**src/hdl/lps_pkg.sv**
```systemverilog
// Shared types and constants of the line pixel stepper.
// Depends on nothing; used by every module of the block.
`default_nettype none

package lps_pkg;

   // Width of the packed line color.
   localparam int COLOR_BITS = 24;

   // Action codes of an input item.
   localparam logic ACT_START = 1'b0;
   localparam logic ACT_STEP  = 1'b1;

   // Depth of the queue between the classifier and the stepper.
   // It must be a power of two so the pointers wrap on their own.
   localparam int QUEUE_DEPTH = 4;

   // Queue status seen by the front and the back.
   typedef struct packed {
      logic full;
      logic empty;
   } queue_status_type;

endpackage

`default_nettype wire

```
**src/hdl/lps_queue.sv**
```systemverilog
// Small register FIFO that decouples the classifier from the stepper.
// Depends on lps_pkg for the queue depth and the status struct.
`default_nettype none

module lps_queue #(
   parameter int WIDTH = 78
) (
   input  wire logic             clock,
   input  wire logic             reset,
   input  wire logic             push,
   input  wire logic [WIDTH-1:0] push_data,
   input  wire logic             pop,
   output logic      [WIDTH-1:0] pop_data,
   output lps_pkg::queue_status_type status
);

   localparam int DEPTH    = lps_pkg::QUEUE_DEPTH;
   localparam int PTR_BITS = $clog2(DEPTH);
   localparam int CNT_BITS = $clog2(DEPTH + 1);

   logic [WIDTH-1:0]    entry_ff [DEPTH];
   logic [PTR_BITS-1:0] wr_ptr_ff;
   logic [PTR_BITS-1:0] wr_ptr_in;
   logic [PTR_BITS-1:0] rd_ptr_ff;
   logic [PTR_BITS-1:0] rd_ptr_in;
   logic [CNT_BITS-1:0] count_ff;
   logic [CNT_BITS-1:0] count_in;

   always_comb begin
      wr_ptr_in = push ? wr_ptr_ff + PTR_BITS'(1) : wr_ptr_ff;
      rd_ptr_in = pop  ? rd_ptr_ff + PTR_BITS'(1) : rd_ptr_ff;
      count_in  = count_ff;
      if (push && !pop) begin
         count_in = count_ff + CNT_BITS'(1);
      end else if (pop && !push) begin
         count_in = count_ff - CNT_BITS'(1);
      end
   end

   always_ff @(posedge clock) begin
      if (reset) begin
         wr_ptr_ff <= '0;
         rd_ptr_ff <= '0;
         count_ff  <= '0;
      end else begin
         wr_ptr_ff <= wr_ptr_in;
         rd_ptr_ff <= rd_ptr_in;
         count_ff  <= count_in;
      end
   end

   always_ff @(posedge clock) begin
      if (push) begin
         entry_ff[wr_ptr_ff] <= push_data;
      end
   end

   assign pop_data     = entry_ff[rd_ptr_ff];
   assign status.full  = (count_ff == CNT_BITS'(DEPTH));
   assign status.empty = (count_ff == '0);

endmodule

`default_nettype wire

```
**src/hdl/lps_front.sv**
```systemverilog
// Input classifier: takes items and works out the line setup of a start.
// Depends on lps_pkg for action codes, color width and queue status.
`default_nettype none

module lps_front #(
   parameter int COORD_BITS = 12
) (
   input  wire logic                            req_valid,
   output logic                                 req_stall,
   input  wire logic                            req_action,
   input  wire logic signed [COORD_BITS-1:0]    req_start_x,
   input  wire logic signed [COORD_BITS-1:0]    req_start_y,
   input  wire logic signed [COORD_BITS-1:0]    req_end_x,
   input  wire logic signed [COORD_BITS-1:0]    req_end_y,
   input  wire logic [lps_pkg::COLOR_BITS-1:0]  req_color_in,
   input  wire lps_pkg::queue_status_type       status,
   output logic                                 push,
   output logic                                 is_start,
   output logic signed [COORD_BITS-1:0]         start_x,
   output logic signed [COORD_BITS-1:0]         start_y,
   output logic                                 step_x_neg,
   output logic                                 step_y_neg,
   output logic                                 x_major,
   output logic [COORD_BITS:0]                  major_len,
   output logic [COORD_BITS:0]                  minor_len,
   output logic [lps_pkg::COLOR_BITS-1:0]       color
);

   logic signed [COORD_BITS:0] diff_x;
   logic signed [COORD_BITS:0] diff_y;
   logic        [COORD_BITS:0] len_x;
   logic        [COORD_BITS:0] len_y;

   assign req_stall = status.full;
   assign push      = req_valid && !status.full;

   always_comb begin
      diff_x     = {req_end_x[COORD_BITS-1], req_end_x}
                 - {req_start_x[COORD_BITS-1], req_start_x};
      diff_y     = {req_end_y[COORD_BITS-1], req_end_y}
                 - {req_start_y[COORD_BITS-1], req_start_y};
      len_x      = diff_x[COORD_BITS] ? -diff_x : diff_x;
      len_y      = diff_y[COORD_BITS] ? -diff_y : diff_y;
      // An axis steps negative unless the end lies strictly above the start.
      step_x_neg = diff_x[COORD_BITS] || (diff_x == '0);
      step_y_neg = diff_y[COORD_BITS] || (diff_y == '0);
      // Ties go to x as the major axis.
      x_major    = (len_x >= len_y);
      major_len  = x_major ? len_x : len_y;
      minor_len  = x_major ? len_y : len_x;
      is_start   = (req_action == lps_pkg::ACT_START);
      start_x    = req_start_x;
      start_y    = req_start_y;
      color      = req_color_in;
   end

endmodule

`default_nettype wire

```
**src/hdl/lps_back.sv**
```systemverilog
// Pixel stepper: holds the running line and registers one result per item.
// Depends on lps_pkg for the color width and the queue status struct.
`default_nettype none

module lps_back #(
   parameter int COORD_BITS = 12
) (
   input  wire logic                            clock,
   input  wire logic                            reset,
   input  wire lps_pkg::queue_status_type       status,
   output logic                                 pop,
   input  wire logic                            is_start,
   input  wire logic signed [COORD_BITS-1:0]    start_x,
   input  wire logic signed [COORD_BITS-1:0]    start_y,
   input  wire logic                            step_x_neg,
   input  wire logic                            step_y_neg,
   input  wire logic                            x_major,
   input  wire logic [COORD_BITS:0]             major_len,
   input  wire logic [COORD_BITS:0]             minor_len,
   input  wire logic [lps_pkg::COLOR_BITS-1:0]  color,
   output logic                                 rsp_valid,
   input  wire logic                            rsp_stall,
   output logic                                 rsp_valid_res,
   output logic signed [COORD_BITS-1:0]         rsp_pixel_x,
   output logic signed [COORD_BITS-1:0]         rsp_pixel_y,
   output logic [lps_pkg::COLOR_BITS-1:0]       rsp_pixel_color,
   output logic                                 rsp_last
);

   localparam int ERR_BITS = COORD_BITS + 2;
   localparam int CB       = lps_pkg::COLOR_BITS;

   // Line state.
   logic signed [COORD_BITS-1:0] cur_x_ff, cur_x_in;
   logic signed [COORD_BITS-1:0] cur_y_ff, cur_y_in;
   logic                         neg_x_ff, neg_x_in;
   logic                         neg_y_ff, neg_y_in;
   logic                         x_major_ff, x_major_in;
   logic [COORD_BITS:0]          major_ff, major_in;
   logic [COORD_BITS:0]          minor_ff, minor_in;
   logic signed [ERR_BITS-1:0]   err_ff, err_in;
   logic [COORD_BITS:0]          remaining_ff, remaining_in;
   logic [CB-1:0]                color_ff, color_in;
   logic                         busy_ff, busy_in;

   // Result register.
   logic                         out_valid_ff, out_valid_in;
   logic                         out_res_ff, out_res_in;
   logic signed [COORD_BITS-1:0] out_x_ff, out_x_in;
   logic signed [COORD_BITS-1:0] out_y_ff, out_y_in;
   logic [CB-1:0]                out_color_ff, out_color_in;
   logic                         out_last_ff, out_last_in;

   logic                         take;
   logic                         minor_step;
   logic signed [ERR_BITS-1:0]   major_s;
   logic signed [ERR_BITS-1:0]   minor_s;
   logic signed [COORD_BITS-1:0] inc_x;
   logic signed [COORD_BITS-1:0] inc_y;
   logic signed [COORD_BITS-1:0] next_x;
   logic signed [COORD_BITS-1:0] next_y;
   logic [COORD_BITS:0]          rem_next;

   assign take = !status.empty && (!out_valid_ff || !rsp_stall);
   assign pop  = take;

   always_comb begin
      major_s    = $signed({1'b0, major_ff});
      minor_s    = $signed({1'b0, minor_ff});
      minor_step = !err_ff[ERR_BITS-1] && (err_ff != '0);
      // All ones is minus one, otherwise plus one.
      inc_x      = $signed({{(COORD_BITS-1){neg_x_ff}}, 1'b1});
      inc_y      = $signed({{(COORD_BITS-1){neg_y_ff}}, 1'b1});
      next_x     = (x_major_ff || minor_step) ? cur_x_ff + inc_x : cur_x_ff;
      next_y     = (!x_major_ff || minor_step) ? cur_y_ff + inc_y : cur_y_ff;
      rem_next   = remaining_ff - (COORD_BITS+1)'(1);

      cur_x_in     = cur_x_ff;
      cur_y_in     = cur_y_ff;
      neg_x_in     = neg_x_ff;
      neg_y_in     = neg_y_ff;
      x_major_in   = x_major_ff;
      major_in     = major_ff;
      minor_in     = minor_ff;
      err_in       = err_ff;
      remaining_in = remaining_ff;
      color_in     = color_ff;
      busy_in      = busy_ff;

      out_valid_in = out_valid_ff && rsp_stall;
      out_res_in   = out_res_ff;
      out_x_in     = out_x_ff;
      out_y_in     = out_y_ff;
      out_color_in = out_color_ff;
      out_last_in  = out_last_ff;

      if (take) begin
         out_valid_in = 1'b1;
         if (is_start) begin
            cur_x_in     = start_x;
            cur_y_in     = start_y;
            neg_x_in     = step_x_neg;
            neg_y_in     = step_y_neg;
            x_major_in   = x_major;
            major_in     = major_len;
            minor_in     = minor_len;
            // The minor length never exceeds the major one, so the
            // initial error fits the error register.
            err_in       = ERR_BITS'($signed({1'b0, minor_len, 1'b0})
                                   - $signed({1'b0, major_len}));
            remaining_in = major_len;
            color_in     = color;
            busy_in      = (major_len != '0);
            out_res_in   = 1'b1;
            out_x_in     = start_x;
            out_y_in     = start_y;
            out_color_in = color;
            out_last_in  = (major_len == '0);
         end else if (!busy_ff) begin
            // A step with no line running gives an empty result.
            out_res_in   = 1'b0;
            out_x_in     = '0;
            out_y_in     = '0;
            out_color_in = '0;
            out_last_in  = 1'b0;
         end else begin
            err_in       = err_ff - (minor_step ? major_s : '0) + minor_s;
            cur_x_in     = next_x;
            cur_y_in     = next_y;
            remaining_in = rem_next;
            busy_in      = (rem_next != '0);
            out_res_in   = 1'b1;
            out_x_in     = next_x;
            out_y_in     = next_y;
            out_color_in = color_ff;
            out_last_in  = (rem_next == '0);
         end
      end
   end

   always_ff @(posedge clock) begin
      if (reset) begin
         busy_ff      <= 1'b0;
         out_valid_ff <= 1'b0;
      end else begin
         busy_ff      <= busy_in;
         out_valid_ff <= out_valid_in;
      end
   end

   always_ff @(posedge clock) begin
      cur_x_ff     <= cur_x_in;
      cur_y_ff     <= cur_y_in;
      neg_x_ff     <= neg_x_in;
      neg_y_ff     <= neg_y_in;
      x_major_ff   <= x_major_in;
      major_ff     <= major_in;
      minor_ff     <= minor_in;
      err_ff       <= err_in;
      remaining_ff <= remaining_in;
      color_ff     <= color_in;
      out_res_ff   <= out_res_in;
      out_x_ff     <= out_x_in;
      out_y_ff     <= out_y_in;
      out_color_ff <= out_color_in;
      out_last_ff  <= out_last_in;
   end

   assign rsp_valid       = out_valid_ff;
   assign rsp_valid_res   = out_res_ff;
   assign rsp_pixel_x     = out_x_ff;
   assign rsp_pixel_y     = out_y_ff;
   assign rsp_pixel_color = out_color_ff;
   assign rsp_last        = out_last_ff;

endmodule

`default_nettype wire

```
**src/hdl/line_pixel_stepper_core.sv**
```systemverilog
// Top level of the line pixel stepper: classifier, queue and stepper.
// Depends on lps_pkg, lps_front, lps_queue and lps_back.
//
//   Channel   Direction   Handshake              Carries
//   req_      in          req_valid/req_stall    start or step item
//   rsp_      out         rsp_valid/rsp_stall    one pixel result per item
//
// The block takes one item per clock while req_stall is low, and returns one
// result per clock while rsp_stall is low and an item is queued. An accepted
// item passes the queue, then the stepper's result register, to reach rsp_.
// Reset is synchronous and active high; it empties the queue, drops the
// result register and leaves no line running.
// When rsp_stall holds the result, the queue still takes up to four items
// before req_stall rises.
`default_nettype none

module line_pixel_stepper_core #(
   parameter int COORD_BITS = 12
) (
   input  wire logic                            clock,
   input  wire logic                            reset,
   input  wire logic                            req_valid,
   output logic                                 req_stall,
   input  wire logic                            req_action,
   input  wire logic signed [COORD_BITS-1:0]    req_start_x,
   input  wire logic signed [COORD_BITS-1:0]    req_start_y,
   input  wire logic signed [COORD_BITS-1:0]    req_end_x,
   input  wire logic signed [COORD_BITS-1:0]    req_end_y,
   input  wire logic [lps_pkg::COLOR_BITS-1:0]  req_color_in,
   output logic                                 rsp_valid,
   input  wire logic                            rsp_stall,
   output logic                                 rsp_valid_res,
   output logic signed [COORD_BITS-1:0]         rsp_pixel_x,
   output logic signed [COORD_BITS-1:0]         rsp_pixel_y,
   output logic [lps_pkg::COLOR_BITS-1:0]       rsp_pixel_color,
   output logic                                 rsp_last
);

   // One queue entry: action, start point, directions, major axis flag,
   // both lengths and the color.
   localparam int ENTRY_BITS = 1 + 2 * COORD_BITS + 3 + 2 * (COORD_BITS + 1)
                             + lps_pkg::COLOR_BITS;

   lps_pkg::queue_status_type status;

   logic                            push;
   logic                            pop;
   logic [ENTRY_BITS-1:0]           push_data;
   logic [ENTRY_BITS-1:0]           pop_data;

   // Classified item on its way into the queue.
   logic                            f_start;
   logic signed [COORD_BITS-1:0]    f_x;
   logic signed [COORD_BITS-1:0]    f_y;
   logic                            f_neg_x;
   logic                            f_neg_y;
   logic                            f_x_major;
   logic [COORD_BITS:0]             f_major;
   logic [COORD_BITS:0]             f_minor;
   logic [lps_pkg::COLOR_BITS-1:0]  f_color;

   // Head of the queue as the stepper sees it.
   logic                            b_start;
   logic signed [COORD_BITS-1:0]    b_x;
   logic signed [COORD_BITS-1:0]    b_y;
   logic                            b_neg_x;
   logic                            b_neg_y;
   logic                            b_x_major;
   logic [COORD_BITS:0]             b_major;
   logic [COORD_BITS:0]             b_minor;
   logic [lps_pkg::COLOR_BITS-1:0]  b_color;

   // The front does the subtract, absolute value and compare of a start, so
   // the stepper only has to load them and form the initial error term.
   lps_front #(
      .COORD_BITS (COORD_BITS)
   ) u_front (
      .req_valid    (req_valid),
      .req_stall    (req_stall),
      .req_action   (req_action),
      .req_start_x  (req_start_x),
      .req_start_y  (req_start_y),
      .req_end_x    (req_end_x),
      .req_end_y    (req_end_y),
      .req_color_in (req_color_in),
      .status       (status),
      .push         (push),
      .is_start     (f_start),
      .start_x      (f_x),
      .start_y      (f_y),
      .step_x_neg   (f_neg_x),
      .step_y_neg   (f_neg_y),
      .x_major      (f_x_major),
      .major_len    (f_major),
      .minor_len    (f_minor),
      .color        (f_color)
   );

   assign push_data = {f_start, f_x, f_y, f_neg_x, f_neg_y, f_x_major,
                       f_major, f_minor, f_color};

   lps_queue #(
      .WIDTH (ENTRY_BITS)
   ) u_queue (
      .clock     (clock),
      .reset     (reset),
      .push      (push),
      .push_data (push_data),
      .pop       (pop),
      .pop_data  (pop_data),
      .status    (status)
   );

   assign {b_start, b_x, b_y, b_neg_x, b_neg_y, b_x_major,
           b_major, b_minor, b_color} = pop_data;

   // The stepper holds the running line and advances it one pixel per step
   // item; a start item replaces whatever line was running.
   lps_back #(
      .COORD_BITS (COORD_BITS)
   ) u_back (
      .clock           (clock),
      .reset           (reset),
      .status          (status),
      .pop             (pop),
      .is_start        (b_start),
      .start_x         (b_x),
      .start_y         (b_y),
      .step_x_neg      (b_neg_x),
      .step_y_neg      (b_neg_y),
      .x_major         (b_x_major),
      .major_len       (b_major),
      .minor_len       (b_minor),
      .color           (b_color),
      .rsp_valid       (rsp_valid),
      .rsp_stall       (rsp_stall),
      .rsp_valid_res   (rsp_valid_res),
      .rsp_pixel_x     (rsp_pixel_x),
      .rsp_pixel_y     (rsp_pixel_y),
      .rsp_pixel_color (rsp_pixel_color),
      .rsp_last        (rsp_last)
   );

endmodule

`default_nettype wire

```
**config.mk**
```make
export PLATFORM = sky130hd
export DESIGN_NAME = line_pixel_stepper_core
export DESIGN_NICKNAME = d
export VERILOG_FILES = /design/src/hdl/lps_pkg.sv /design/src/hdl/lps_queue.sv /design/src/hdl/lps_front.sv /design/src/hdl/lps_back.sv /design/src/hdl/line_pixel_stepper_core.sv
export SDC_FILE = /design/constraint.sdc
export NUM_CORES = 1
export LEC_CHECK = 0
export ABC_AREA = 1
export BUFFER_PORTS_ARGS = -buffer_cell sky130_fd_sc_hd__buf_4
export CAP_MARGIN = 30
export CELL_PAD_IN_SITES_DETAIL_PLACEMENT = 1
export CELL_PAD_IN_SITES_GLOBAL_PLACEMENT = 1
export CORE_MARGIN = 2
export CORE_UTILIZATION = 40
export CTS_CLUSTER_SIZE = 10
export DETAILED_ROUTE_END_ITERATION = 6
export MAX_ROUTING_LAYER = met4
export PLACE_DENSITY_LB_ADDON = 0.1
export SETUP_SLACK_MARGIN = 0.02
export SYNTH_ARGS = -nofsm -noshare
export SYNTH_HDL_FRONTEND = slang
export SYNTH_SLANG_ARGS = --single-unit
```
**constraint.sdc**
```tcl
create_clock -name clock -period 6.52 [get_ports clock]
set_input_delay 0.978 -clock clock [delete_from_list [all_inputs] [get_ports clock]]
set_output_delay 0.978 -clock clock [all_outputs]
set_load 0.02 [all_outputs]
```
* After elaboration in Yosys (flattened, before gate mapping)
Memory sizes are Yosys's and may differ from the RTL's. A register that Yosys moved wholly into a read port is not among the register bits.
Cells that the tools add are included.
W data, S select, Z words.
** Cells by class
- Add/sub/neg operators :: 14
- Magnitude comparators :: 1
- Eq/ne operators :: 1
- Multiplexer cells :: 33
- Bitwise operators :: 1
- Reductions and logical operators :: 31
** Operators by type and width (number)
- $mux W12 :: 10
- $mux W13 :: 7
- $logic_not A13 Y1 :: 4
- $mux W24 :: 2
- $mux W14 :: 2
- $neg A13 Y13 :: 2
- $reduce_bool A13 Y1 :: 2
- $sub A12 B12 Y13 :: 2
- $add A12 B2 Y12 :: 2
- $add A14 B13 Y14 :: 1
- $reduce_bool A14 Y1 :: 1
- $sub A14 B13 Y14 :: 1
- $sub A14 B14 Y14 :: 1
- $ge A13 B13 Y1 :: 1
- $sub A13 B1 Y13 const B :: 1
- $logic_not A1 Y1 :: 8
- $mux W1 :: 8
- $logic_and A1 B1 Y1 :: 6
- $mux W3 :: 2
- $logic_or A1 B1 Y1 :: 5
- $add A2 B1 Y2 const B :: 2
- $mux W2 :: 2
- $reduce_and A2 Y1 :: 2
- $reduce_bool A2 Y1 :: 2
- 5 further kinds :: 5
** Storage, ports and cells
- Flip-flop bits (word level) :: 163
- Bits in writable memories :: 312
- Input port bits :: 77
- Logic and storage cells :: 102
- Memories :: 1
** Memory list
- u_queue.entry_ff :: depth 4, bits a word 78, read ports 1, clocked after memory_dff 1, wr ports 1, line lps_queue.sv:21 : logic [WIDTH-1:0] entry_ff [DEPTH];

* Depth between registers and ports, before layout
Gate-level depths: netlist of the first run.
- Depth in word-level cells :: 7
- Mapped depth :: 28
- Depth with buffers taken out :: 27

* Modules after synthesis
A second synthesis of the first run with hierarchy kept.
** Unflattened totals
- Cells, all modules :: 2474
- Area total of the unflattened synthesis :: 24777.5 um^2
** Modules (own cells, without submodules)
- lps_queue :: instances 1, cells an instance 812, area each 12011.5 um^2
- lps_back :: instances 1, cells an instance 1047, area each 9476.6 um^2
- lps_front :: instances 1, cells an instance 615, area each 3289.4 um^2

* Worst setup path before layout of the first run
Ideal clock, no wire load.
- Path kind :: input to register
- Start point :: input req_valid
- End point :: memory u_queue.entry_ff[0][0] (enable)
- Setup time :: 0.515 ns
- Data arrival time :: 4.570 ns
- Required time :: 6.005 ns
- Setup slack :: 1.435 ns
- Stages on the path :: 4
- Buffers on the path :: 0
- Path through :: inv_1 -> nor2_1 -> inv_1 -> nor2_1
** Between the ends
- Cells in the longest elaborated chain, start to end :: 3
** RTL lines
- from (decl) :: line line_pixel_stepper_core.sv:22 : input wire logic req_valid,
- $logic_and A1 B1 Y1 :: line lps_front.sv:35 : assign push = req_valid && !status.full;
- net push :: line line_pixel_stepper_core.sv:46 : logic push;
- $mux W1 :: line lps_queue.sv:53 : if (push) begin
- $mux W1 (implied by the code) :: line lps_queue.sv:54 : entry_ff[wr_ptr_ff] <= push_data;
- to (decl) :: line lps_queue.sv:21
The timed path passes the listed nets, and every way through them passes these cells.

* Worst setup path after layout of the first run
- Start point :: input req_start_x[0]
- End point :: memory u_queue.entry_ff[3][26], data pin
** Between the ends
- Cells in the longest elaborated chain, start to end :: 5
** RTL lines
- from (decl) :: line line_pixel_stepper_core.sv:25 : input wire logic signed [COORD_BITS-1:0] req_start_x,
- $sub A12 B12 Y13 (*) :: line lps_front.sv:39 : - {req_start_x[COORD_BITS-1], req_start_x};
- $neg A13 Y13 :: line lps_front.sv:42 : len_x = diff_x[COORD_BITS] ? -diff_x : diff_x;
- $mux W13 (*) :: line lps_front.sv:42
- $ge A13 B13 Y1 :: line lps_front.sv:48 : x_major = (len_x >= len_y);
- $mux W13 (*) :: line lps_front.sv:50 : minor_len = x_major ? len_y : len_x;
- net f_minor[2] :: line line_pixel_stepper_core.sv:59 : logic [COORD_BITS:0] f_minor;
The timed path passes the listed nets; every way through them passes the cells marked *.

==> results of run 1 <==
layout make-up:
| class | instances | area (um^2) | area share |
|---|---|---|---|
| clock inverter | 10 | 134 | 0.00491 |
| sequential | 477 | 14200 | 0.522 |
| tap | 773 | 967 | 0.0355 |
| timing repair buffer | 153 | 1180 | 0.0433 |
| antenna | 1 | 2.50 | 0.0000918 |
| multi-input combinational | 1483 | 8320 | 0.305 |
| clock buffer | 72 | 1480 | 0.0544 |
| inverter | 249 | 938 | 0.0344 |
worst max-delay path, stage by stage:
cell and delay [ns]:
sky130_fd_sc_hd__buf_4 0.13, sky130_fd_sc_hd__ha_1 0.23, sky130_fd_sc_hd__fa_1 0.40, sky130_fd_sc_hd__inv_1 0.10, sky130_fd_sc_hd__nand3_1 0.11, sky130_fd_sc_hd__nand2_1 0.14, sky130_fd_sc_hd__nand2_2 0.07, sky130_fd_sc_hd__nand2_2 0.07
sky130_fd_sc_hd__nand2_2 0.05, sky130_fd_sc_hd__nand2_1 0.05, sky130_fd_sc_hd__nand2_1 0.08, sky130_fd_sc_hd__nand2_4 0.21, sky130_fd_sc_hd__o21ai_0 0.16, sky130_fd_sc_hd__xnor2_1 0.35, sky130_fd_sc_hd__inv_1 0.08, sky130_fd_sc_hd__ha_1 0.33
sky130_fd_sc_hd__a21oi_1 0.15, sky130_fd_sc_hd__o21ai_0 0.11, sky130_fd_sc_hd__a21oi_1 0.14, sky130_fd_sc_hd__nand3_1 0.44, sky130_fd_sc_hd__inv_2 0.51, sky130_fd_sc_hd__o21ai_0 0.28
synthesized netlist by cell type, drive strengths merged (25+ instances only):
library cell,n,share of area
edfxtp,466,0.59
nand2,448,0.075
inv,246,0.039
o21ai,237,0.050
nor2,228,0.037
nand3,125,0.027
a21oi,102,0.022
ha,92,0.048
o22ai,63,0.017
buf,54,0.013
clkbuf,27,0.0043
xor2,25,0.011
registers in the layout, indices dropped and copies added, names as in the netlist, named ones only:
signal and flops:
u_queue.count_ff 3, u_queue.entry_ff 312, u_back.major_ff 13, u_back.rsp_pixel_x 12, u_back.x_major_ff 1, u_back.cur_y_ff 12, u_back.err_ff 14, u_back.minor_ff 13
u_back.rsp_valid_res 1, u_back.busy_ff 1, u_back.remaining_ff 13, u_queue.wr_ptr_ff 2, u_back.rsp_pixel_y 12, u_back.cur_x_ff 12, u_queue.rd_ptr_ff 2, u_back.neg_y_ff 1
u_back.rsp_last 1, u_back.color_ff 24, u_back.rsp_valid 1, u_back.rsp_pixel_color 24, u_back.neg_x_ff 1
layer usage:
layer,part of all wire,wire (um),global-route usage
met5,0,0,-
met4,0.016,1060,0.0457
met3,0.036,2370,0.0288
met2,0.46,30700,0.358
met1,0.48,32100,0.312
per-stage QoR:
step	total power, W	hold slack, ns
floorplan	0.0106	0.436
global placement	0.0129	0.475
detailed placement	0.0132	0.511
CTS	0.0161	0.517
global route	0.0172	0.528
finish	0.0159	0.517
power by group through the flow:
stage          Sequential, W  Clock [W]  Combinational, W
3_3_place_gp         0.00525          0           0.00766
6_report             0.00521    0.00285           0.00788
3_5_place_dp         0.00528          0           0.00791
4_1_cts              0.00522    0.00292           0.00795
2_1_floorplan        0.00534          0           0.00524
5_1_grt              0.00530    0.00303           0.00890
how the worst max path moves through the flow:
| stage | startpoint | endpoint | cells past startpoint |
|---|---|---|---|
| after floorplan | req_valid | u_queue.entry_ff[0][0] | 4 |
| after global placement | req_start_x[0] | u_queue.entry_ff[1][25] | 22 |
| after global routing | req_start_x[0] | u_queue.entry_ff[0][25] | 21 |
| final | req_start_x[0] | u_queue.entry_ff[3][26] | 22 |
| after CTS | req_start_x[0] | u_queue.entry_ff[0][25] | 21 |
| after detailed placement | req_start_x[0] | u_queue.entry_ff[0][25] | 21 |
kinds of logic after synthesis:
family                     after synthesis  synth area share
and+or+nand+nor                        873             0.158
DFF                                    477             0.596
AOI/OAI and AO/OA                      454             0.106
buffers and inverters                  330            0.0569
adders and majority gates              111            0.0642
xor gates and xnor gates                40            0.0166
muxes                                    5           0.00210
==> impl_metrics.tcl, run 1 <==
set metrics [dict create \
    outcome "finished, final reports clean" \
    netlist-cell-type-count 55 \
    worstRegToRegCells 16 \
    drt_iter0_markers 977 \
    final_core_util 0.462 \
    worst_r2r_startpoint "u_back.err_ff[3]" \
    worst-endpoint-required_ns 6.82 \
    ant_nets 0 \
    cts_tree "yes" \
    std_cell_rows 89 \
    commonest_non_fill_non_tap_cell_in_the_layout "sky130_fd_sc_hd__edfxtp_1" \
    holdPathEnd "u_queue.rd_ptr_ff[0]" \
    route.detailed.wl_per_inst_um 20.6 \
    slew_viol_final 0 \
    power.share.switching 0.436 \
    rsz_0062_raised_after_global_routing "false" \
    hpwl_mm 45.7 \
    post-route-cell-area_mm2 0.0272 \
    skew_ns 0.0221 \
    grt_max_degree 128 \
    cts.htree.levels 2 \
    worst_ep_arrival_time_ns 5.21 \
    post_synth_inst_count 2290 \
    routed-via-count 17036 \
    sequentialPowerShare 0.327 \
    fin_setup_tns_ns 0 \
    via_per_inst 5.29 \
    r2r_slack_ns 2.53 \
    relSlewSlack 0.384 \
    timing.final.crit_period_ns 4.91 \
    placeableCoreArea_mm2 0.0590 \
    synth-edff-count 466 \
    grt_pass1_wl_mm 103 \
    clk_pin_slew_ns 0.06 \
    placedCellCount 3135 \
    layout.cells.most_common_list "sky130_fd_sc_hd__edfxtp_1 (466), sky130_fd_sc_hd__nand2_1 (419), sky130_fd_sc_hd__inv_1 (240)" \
    transition_time_of_the_tightest_slew_check_pin_ns 0.924 \
    worst_r2r_dst "u_back.err_ff[9]" \
    routed_wirelength_mm 66.3 \
    finalHoldViolCount 0 \
    worst_hold_startpoint "u_queue.rd_ptr_ff[0]" \
    critical_path.startpoint_type "input port" \
    layout.cells.non_filler 3218 \
    dp_slack_ns 1.07 \
    clock_latency_at_the_later_pin_of_the_worst_skew_pair_ns 0.62 \
    drc 0 \
    power.static_leakage_nw 10.9 \
    tritoncts.num_buffers 56 \
    design.die.area_mm2 0.0616 \
    hold_path.class "flop to flop" \
    min_delay_path_depth 2 \
    ios 129 \
    yosysWarningCount 0 \
    synth-seq-area-share 0.596 \
    synth_top_flop_cell "sky130_fd_sc_hd__edfxtp_1" \
    grt_remaining_overflow 0 \
    worstSetupEndpointType "flop" \
    placed_area_mm2 0.0256 \
    die_h_um 248 \
    count_of_buffers_inserted_at_the_top_level_ports 128 \
    routability_congestion_estimate_from_global_placement 0.857 \
    fp.dieW_um 248 \
    cts_hold_buffers 0 \
    synth.ff_latch_count 477 \
    area.growth.synth_to_final_pct 14.3 \
    first_global_vias 17836 \
    share_of_flip_flops_with_an_asynchronous_set_or_reset_after_synthesis 0 \
    max_freq_mhz 204 \
    switching_component_of_the_power_w 0.00695 \
    critical_path_peak_fanout 19 \
    power_per_cell_area_mw_per_mm2 585 \
    finalWorstSetupSlack_ns 1.61 \
    cell_internal_power_dissipation_w 0.00899 \
    buffers_inserted_by_post_cts_timing_repair 0 \
    timing.setup.critical_path_class "input port to flop" \
    ctsRootBufferMaster "sky130_fd_sc_hd__clkbuf_16" \
    start_util 0.404 \
    post_route_cells_drive_above_1_share 0.119 \
    max-vdd-ir-drop_mv 0.279 \
    drt-pass1-iter-count 5 \
    design.final.nets 2608 \
    report.final.setup_viol 0 \
    filler_cell_count 6471 \
    synth_area_mm2 0.0238 \
    grt_antenna_before_repair 3 \
    share_clk_of_total_power 0.178 \
    postSynthAreaPerCell_um2 10.4 \
    cts_max_path_buffers 3 \
    drv_cap 0 \
    cts.sink_count 477 \
    period_share 0.753 \
    cts.repair.resized 0 \
    synth_fp_nets 2478 \
    grt_use_total 0.225 \
    pwr-share-comb 0.494 \
]
(Power assumes the default switching activity.)
==> run 2, diff against run 1 <==
==> constraint.sdc (replaced) <==
create_clock -name clock -period 4 [get_ports clock]
set_input_delay 0.6 -clock clock [delete_from_list [all_inputs] [get_ports clock]]
set_output_delay 0.6 -clock clock [all_outputs]
set_load 0.02 [all_outputs]
==> impl_metrics.tcl, run 2 (synthesis gave the netlist of run 1 again) <==
set metrics [dict create \
    r2r_slack_ns 0.30 \
    route.detailed.wl_per_inst_um 19.7 \
    worst_ep_arrival_time_ns 4.05 \
    relSlewSlack 0.401 \
    fp.dieW_um 248 \
    max_freq_mhz 270 \
    timing.setup.critical_path_class "flop to flop" \
    commonest_non_fill_non_tap_cell_in_the_layout "sky130_fd_sc_hd__edfxtp_1" \
    power.static_leakage_nw 11.7 \
    largest-register "u_queue.entry_ff" \
    worst_hold_startpoint "req_color_in[4]" \
    count_of_buffers_inserted_at_the_top_level_ports 128 \
    grt_remaining_overflow 0 \
    cts.htree.levels 2 \
    timing.final.crit_period_ns 3.70 \
    report.final.setup_viol 0 \
    rsz_0062_raised_after_global_routing "true" \
    sequentialPowerShare 0.318 \
    drt_iter0_markers 815 \
    routed-via-count 17467 \
    worstSetupEndpointType "flop" \
    placeableCoreArea_mm2 0.0590 \
    die_h_um 248 \
    start_util 0.404 \
    worst_setup_path_startpoint "u_back.err_ff[3]" \
    max-vdd-ir-drop_mv 0.471 \
    area.growth.synth_to_final_pct 19.4 \
    grt_max_degree 84 \
    drc 0 \
    clk_pin_slew_ns 0.06 \
    grt_pass1_wl_mm 103 \
    buffers_inserted_by_post_cts_timing_repair 0 \
    via_per_inst 5.19 \
    power_per_cell_area_mw_per_mm2 934 \
    hpwl_mm 47.1 \
    power.share.switching 0.431 \
    slew_viol_final 0 \
    drv_cap 0 \
    grt_use_total 0.226 \
    design.die.area_mm2 0.0616 \
    worst_r2r_startpoint "u_back.err_ff[3]" \
    pwr-share-comb 0.507 \
    post-route-cell-area_mm2 0.0285 \
    cts.sink_count 477 \
    post-layout-total-power_w 0.0266 \
    layout.cells.most_common_list "sky130_fd_sc_hd__edfxtp_1 (466), sky130_fd_sc_hd__nand2_1 (418), sky130_fd_sc_hd__buf_4 (286)" \
    ios 129 \
    grt_antenna_before_repair 4 \
    switching_component_of_the_power_w 0.0115 \
    cts_hold_buffers 0 \
    placed_area_mm2 0.0268 \
    finalHoldViolCount 0 \
    outcome "finished, final reports clean" \
    ctsRootBufferMaster "sky130_fd_sc_hd__clkbuf_16" \
    largest_register_ffs 312 \
    first_global_vias 18219 \
    period_share 0.926 \
    design.final.nets 2751 \
    share_clk_of_total_power 0.175 \
    drt-pass1-iter-count 5 \
    cts_tree "yes" \
    post_route_cells_drive_above_1_share 0.169 \
    cts_max_path_buffers 3 \
    worst-endpoint-required_ns 4.35 \
    skew_ns 0.0305 \
    routed_wirelength_mm 66.5 \
    critical_path_peak_fanout 8 \
    routability_congestion_estimate_from_global_placement 0.841 \
    hold_path.class "input port to flop" \
    ant_nets 0 \
    transition_time_of_the_tightest_slew_check_pin_ns 0.896 \
    critical_path.startpoint_type "flop" \
    cell_internal_power_dissipation_w 0.0151 \
    std_cell_rows 89 \
    tritoncts.num_buffers 56 \
    clock_latency_at_the_later_pin_of_the_worst_skew_pair_ns 0.62 \
]
-- run 2: cell types whose count changed in the layout (fill, tap and decap cells not counted), moves of 2 or more --
| cell | delta |
|---|---|
| sky130_fd_sc_hd__buf_12 | +9 |
| sky130_fd_sc_hd__buf_4 | +135 |
| sky130_fd_sc_hd__clkbuf_1 | +6 |
| sky130_fd_sc_hd__clkinv_2 | -2 |
| sky130_fd_sc_hd__diode_2 | +2 |
| sky130_fd_sc_hd__o21ai_0 | -8 |
| sky130_fd_sc_hd__o21ai_1 | +8 |
-- run 2: path summary, 6_finish.rpt --
kind | end | depth (start not counted)
hold / removal | u_queue.entry_ff[2][4] | 1
setup / recovery | u_back.err_ff[12] | 14
hold reg to reg | flop | 2
setup reg to reg | u_back.err_ff[12] | 14
-- run 2: layer usage --
layer | vias to the layer above | GRT usage | wire length, um
li1 | 8502 | - | -
met1 | 8579 | 0.305 | 31200
met2 | 323 | 0.363 | 31300
met3 | 63 | 0.0314 | 2830
met4 | 0 | 0.0513 | 1090
met5 | - | - | 0
-- run 2: per-stage QoR --
stage / hold slack (ns) / instances / utilization / setup slack [ns] / TNS (ns)
final: 0.174 / 3368 / 0.482 / 0.295 / 0
after global routing: 0.143 / 3367 / 0.482 / 0.00514 / 0
after CTS: 0.130 / 3365 / 0.482 / 0.0731 / 0
after detailed placement: 0.465 / 3278 / 0.454 / -0.414 / -31.54
after global placement: 0.452 / 3278 / 0.454 / -0.284 / -22.16
after floorplan: 0.436 / 2290 / - / -0.707 / -220.67
-- run 2: cell type report --
type	instances	area (um^2)
fillers	6502	30500
flip-flops and latches	477	14200
multi-input cells	1483	8350
repair buffers	296	2350
clock buffers	78	1490
well taps	773	967
inverters	249	937
clock inverters	9	155
diodes	3	7.51
-- run 2: power groups by stage --
stage | Sequential, W | Clock, W | Combinational (W)
floorplan | 0.00871 | 0 | 0.00855
global placement | 0.00850 | 0 | 0.0130
detailed placement | 0.00857 | 0 | 0.0134
CTS | 0.00848 | 0.00479 | 0.0135
global route | 0.00860 | 0.00497 | 0.0151
finish | 0.00846 | 0.00466 | 0.0135
-- run 2: worst max-delay path, cell delays in order, from the launching register on --
cell and delay [ns]:
sky130_fd_sc_hd__edfxtp_1 0.37, sky130_fd_sc_hd__inv_1 0.14, sky130_fd_sc_hd__nand4_1 0.10, sky130_fd_sc_hd__nor3_1 0.29
sky130_fd_sc_hd__nand4_1 0.24, sky130_fd_sc_hd__nand2_4 0.19, sky130_fd_sc_hd__nor2_1 0.08, sky130_fd_sc_hd__fa_1 0.53
sky130_fd_sc_hd__fa_1 0.48, sky130_fd_sc_hd__o31ai_1 0.45, sky130_fd_sc_hd__nand3_1 0.14, sky130_fd_sc_hd__o2111ai_1 0.12
sky130_fd_sc_hd__a21oi_1 0.09, sky130_fd_sc_hd__o21ai_0 0.14, sky130_fd_sc_hd__nand2_1 0.09
-- run 2: timing repair --
action                                  4_1_cts  5_1_grt
gates resized for setup                       0       14
hold endpoints to repair                      0        0
endpoints found under the setup margin        0       95
==> run 3, diff against run 2 <==
--- a/config.mk
+++ b/config.mk
@@ -11,7 +11,7 @@
 export CELL_PAD_IN_SITES_DETAIL_PLACEMENT = 1
 export CELL_PAD_IN_SITES_GLOBAL_PLACEMENT = 1
 export CORE_MARGIN = 2
-export CORE_UTILIZATION = 40
+export CORE_UTILIZATION = 44
 export CTS_CLUSTER_SIZE = 10
 export DETAILED_ROUTE_END_ITERATION = 6
 export MAX_ROUTING_LAYER = met4
==> impl_metrics.tcl, run 3 (synthesis gave the netlist of run 1 again) <==
set metrics [dict create \
    outcome "finished, final reports clean" \
    largest-register "u_queue.entry_ff" \
    grt_antenna_before_repair 1 \
    max_freq_mhz 273 \
    timing.setup.critical_path_class "input port to flop" \
    slowest_stage "sky130_fd_sc_hd__or3_1" \
    cts.htree.levels 2 \
    worstRegToRegCells 18 \
    commonest_non_fill_non_tap_cell_in_the_layout "sky130_fd_sc_hd__edfxtp_1" \
    grt_pass1_wl_mm 104 \
    route.detailed.wl_per_inst_um 20.3 \
    cts.sink_count 477 \
    slew_viol_final 0 \
    via_per_inst 5.45 \
    cts_hold_buffers 0 \
    rsz_0062_raised_after_global_routing "false" \
    period_share 0.916 \
    grt_remaining_overflow 0 \
    critical_path.startpoint_type "input port" \
    start_util 0.444 \
    cts.repair.resized 0 \
    largest_register_ffs 312 \
    finalWorstSetupSlack_ns 0.336 \
    critical_path_peak_fanout 27 \
    placed_area_mm2 0.0266 \
    transition_time_of_the_tightest_slew_check_pin_ns 0.857 \
    worstSetupEndpointType "flop" \
    timing.final.crit_period_ns 3.66 \
    layout.cells.most_common_list "sky130_fd_sc_hd__edfxtp_1 (466), sky130_fd_sc_hd__nand2_1 (418), sky130_fd_sc_hd__buf_4 (266)" \
    skew_ns 0.0450 \
    cts_tree "yes" \
    worst-endpoint-required_ns 4.43 \
    r2r_slack_ns 0.36 \
    routed_wirelength_mm 66.4 \
    critical_path_cell_by_cell "buf_4, ha_1, fa_1, inv_1, nand3_1, nand2_1, nand2_2, nand2_2, nand2_2, nand2_1, nand2_1, nand2_4, buf_4, nand2_4, xor2_2, inv_1, ha_1, nand4_1, or3_1, nand3_2, buf_12, buf_4, nand2_1, nand2_1" \
    hold_path.class "input port to flop" \
    critical-path-top-cell-by-count "sky130_fd_sc_hd__nand2_1" \
    worst_r2r_dst "u_back.err_ff[13]" \
    clk_pin_slew_ns 0.06 \
    routed-via-count 17795 \
    ant_nets 0 \
    grt_max_degree 122 \
    dp_slack_ns -0.428 \
    ios 129 \
    antenna_cells_inserted 0 \
    count_of_buffers_inserted_at_the_top_level_ports 128 \
    std_cell_rows 85 \
    power_per_cell_area_mw_per_mm2 937 \
    worst_ep_arrival_time_ns 4.09 \
    cts_max_path_buffers 3 \
    holdPathEnd "u_queue.entry_ff[3][1]" \
    relSlewSlack 0.427 \
    drv_cap 0 \
    die_h_um 237 \
    drt_iter0_markers 892 \
    tritoncts.num_buffers 56 \
    grt_use_total 0.247 \
    ctsRootBufferMaster "sky130_fd_sc_hd__clkbuf_16" \
    placeableCoreArea_mm2 0.0537 \
    fp.dieW_um 237 \
    area.growth.synth_to_final_pct 18.4 \
    design.die.area_mm2 0.0561 \
    report.final.setup_viol 0 \
    post_route_cells_drive_above_1_share 0.166 \
    first_global_vias 18785 \
    finalHoldViolCount 0 \
    max-vdd-ir-drop_mv 0.454 \
    hpwl_mm 46.8 \
    clock_latency_at_the_later_pin_of_the_worst_skew_pair_ns 0.63 \
    power.static_leakage_nw 11.6 \
    worst_r2r_startpoint "u_back.err_ff[3]" \
    min_delay_path_depth 1 \
    buffers_inserted_by_post_cts_timing_repair 0 \
    drc 0 \
    routability_congestion_estimate_from_global_placement 0.881 \
    worst_hold_startpoint "req_color_in[1]" \
    post-route-cell-area_mm2 0.0282 \
    drt-pass1-iter-count 5 \
    slowest_delay_ns 0.40 \
    design.final.nets 2732 \
]
==> run 3: cell count changes in the layout (fill, tap and decap cells not counted), moves of 2 or more <==
cell,change
sky130_fd_sc_hd__buf_4,-20
sky130_fd_sc_hd__clkbuf_1,-6
sky130_fd_sc_hd__clkinv_1,+2
sky130_fd_sc_hd__clkinv_2,+2
sky130_fd_sc_hd__clkinv_4,-2
sky130_fd_sc_hd__diode_2,-3
sky130_fd_sc_hd__mux2i_1,-3
sky130_fd_sc_hd__mux2i_2,+3
==> run 3: layer usage <==
layer | vias up | part of all wire | track usage
li1 | 8448 | - | -
met1 | 8931 | 0.46 | 0.333
met2 | 331 | 0.48 | 0.403
met3 | 85 | 0.040 | 0.0311
met4 | 0 | 0.018 | 0.0541
met5 | - | 0 | -
==> run 3: critical path: cells and delay by family <==
family | cells | cell delay, ns
and+or+nand+nor | 14 | 1.55
buffers and inverters | 6 | 0.81
adders and majority gates | 3 | 0.93
xor gates and xnor gates | 1 | 0.18
==> run 3: cell type report <==
class / count / area [um^2]
fillers: 5776 / 25500
flip-flops and latches: 477 / 14200
multi-input cells: 1483 / 8370
repair buffers: 277 / 2220
clock buffers: 73 / 1490
inverters: 249 / 940
well taps: 696 / 871
clock inverters: 10 / 136
==> run 3: worst max-delay path by stage <==
stage                                start                       to  depth (start not counted)  slack (ns)
after global routing      u_back.err_ff[3]        u_back.err_ff[13]                         18        0.02
after detailed placement    req_start_x[0]  u_queue.entry_ff[2][26]                         22       -0.43
after floorplan                  req_valid   u_queue.entry_ff[0][0]                          4       -0.71
after CTS                 u_back.err_ff[3]        u_back.err_ff[10]                         17        0.12
after global placement      req_start_x[0]  u_queue.entry_ff[2][26]                         23       -0.24
final                       req_start_x[0]  u_queue.entry_ff[1][45]                         24        0.34
==> run 3: metrics by stage <==
step	utilization	total power, W	hold slack (ns)	instances	TNS, ns
2_1_floorplan	-	0.0173	0.436	2290	-220.67
3_3_place_gp	0.495	0.0212	0.456	3182	-20.59
3_5_place_dp	0.495	0.0218	0.460	3182	-31.98
4_1_cts	0.525	0.0265	0.137	3265	0
5_1_grt	0.526	0.0285	0.151	3265	0
6_report	0.526	0.0265	0.168	3265	0
==> run 3: where the power goes <==
| part | leakage (nW) | internal [W] | total, W | switching (W) |
|---|---|---|---|---|
| registers | 4.44 | 0.00784 | 0.00844 | 0.000600 |
| clock network | 0.788 | 0.00270 | 0.00463 | 0.00193 |
| logic | 6.33 | 0.00451 | 0.0134 | 0.00889 |
| total | 11.6 | 0.0150 | 0.0265 | 0.0114 |
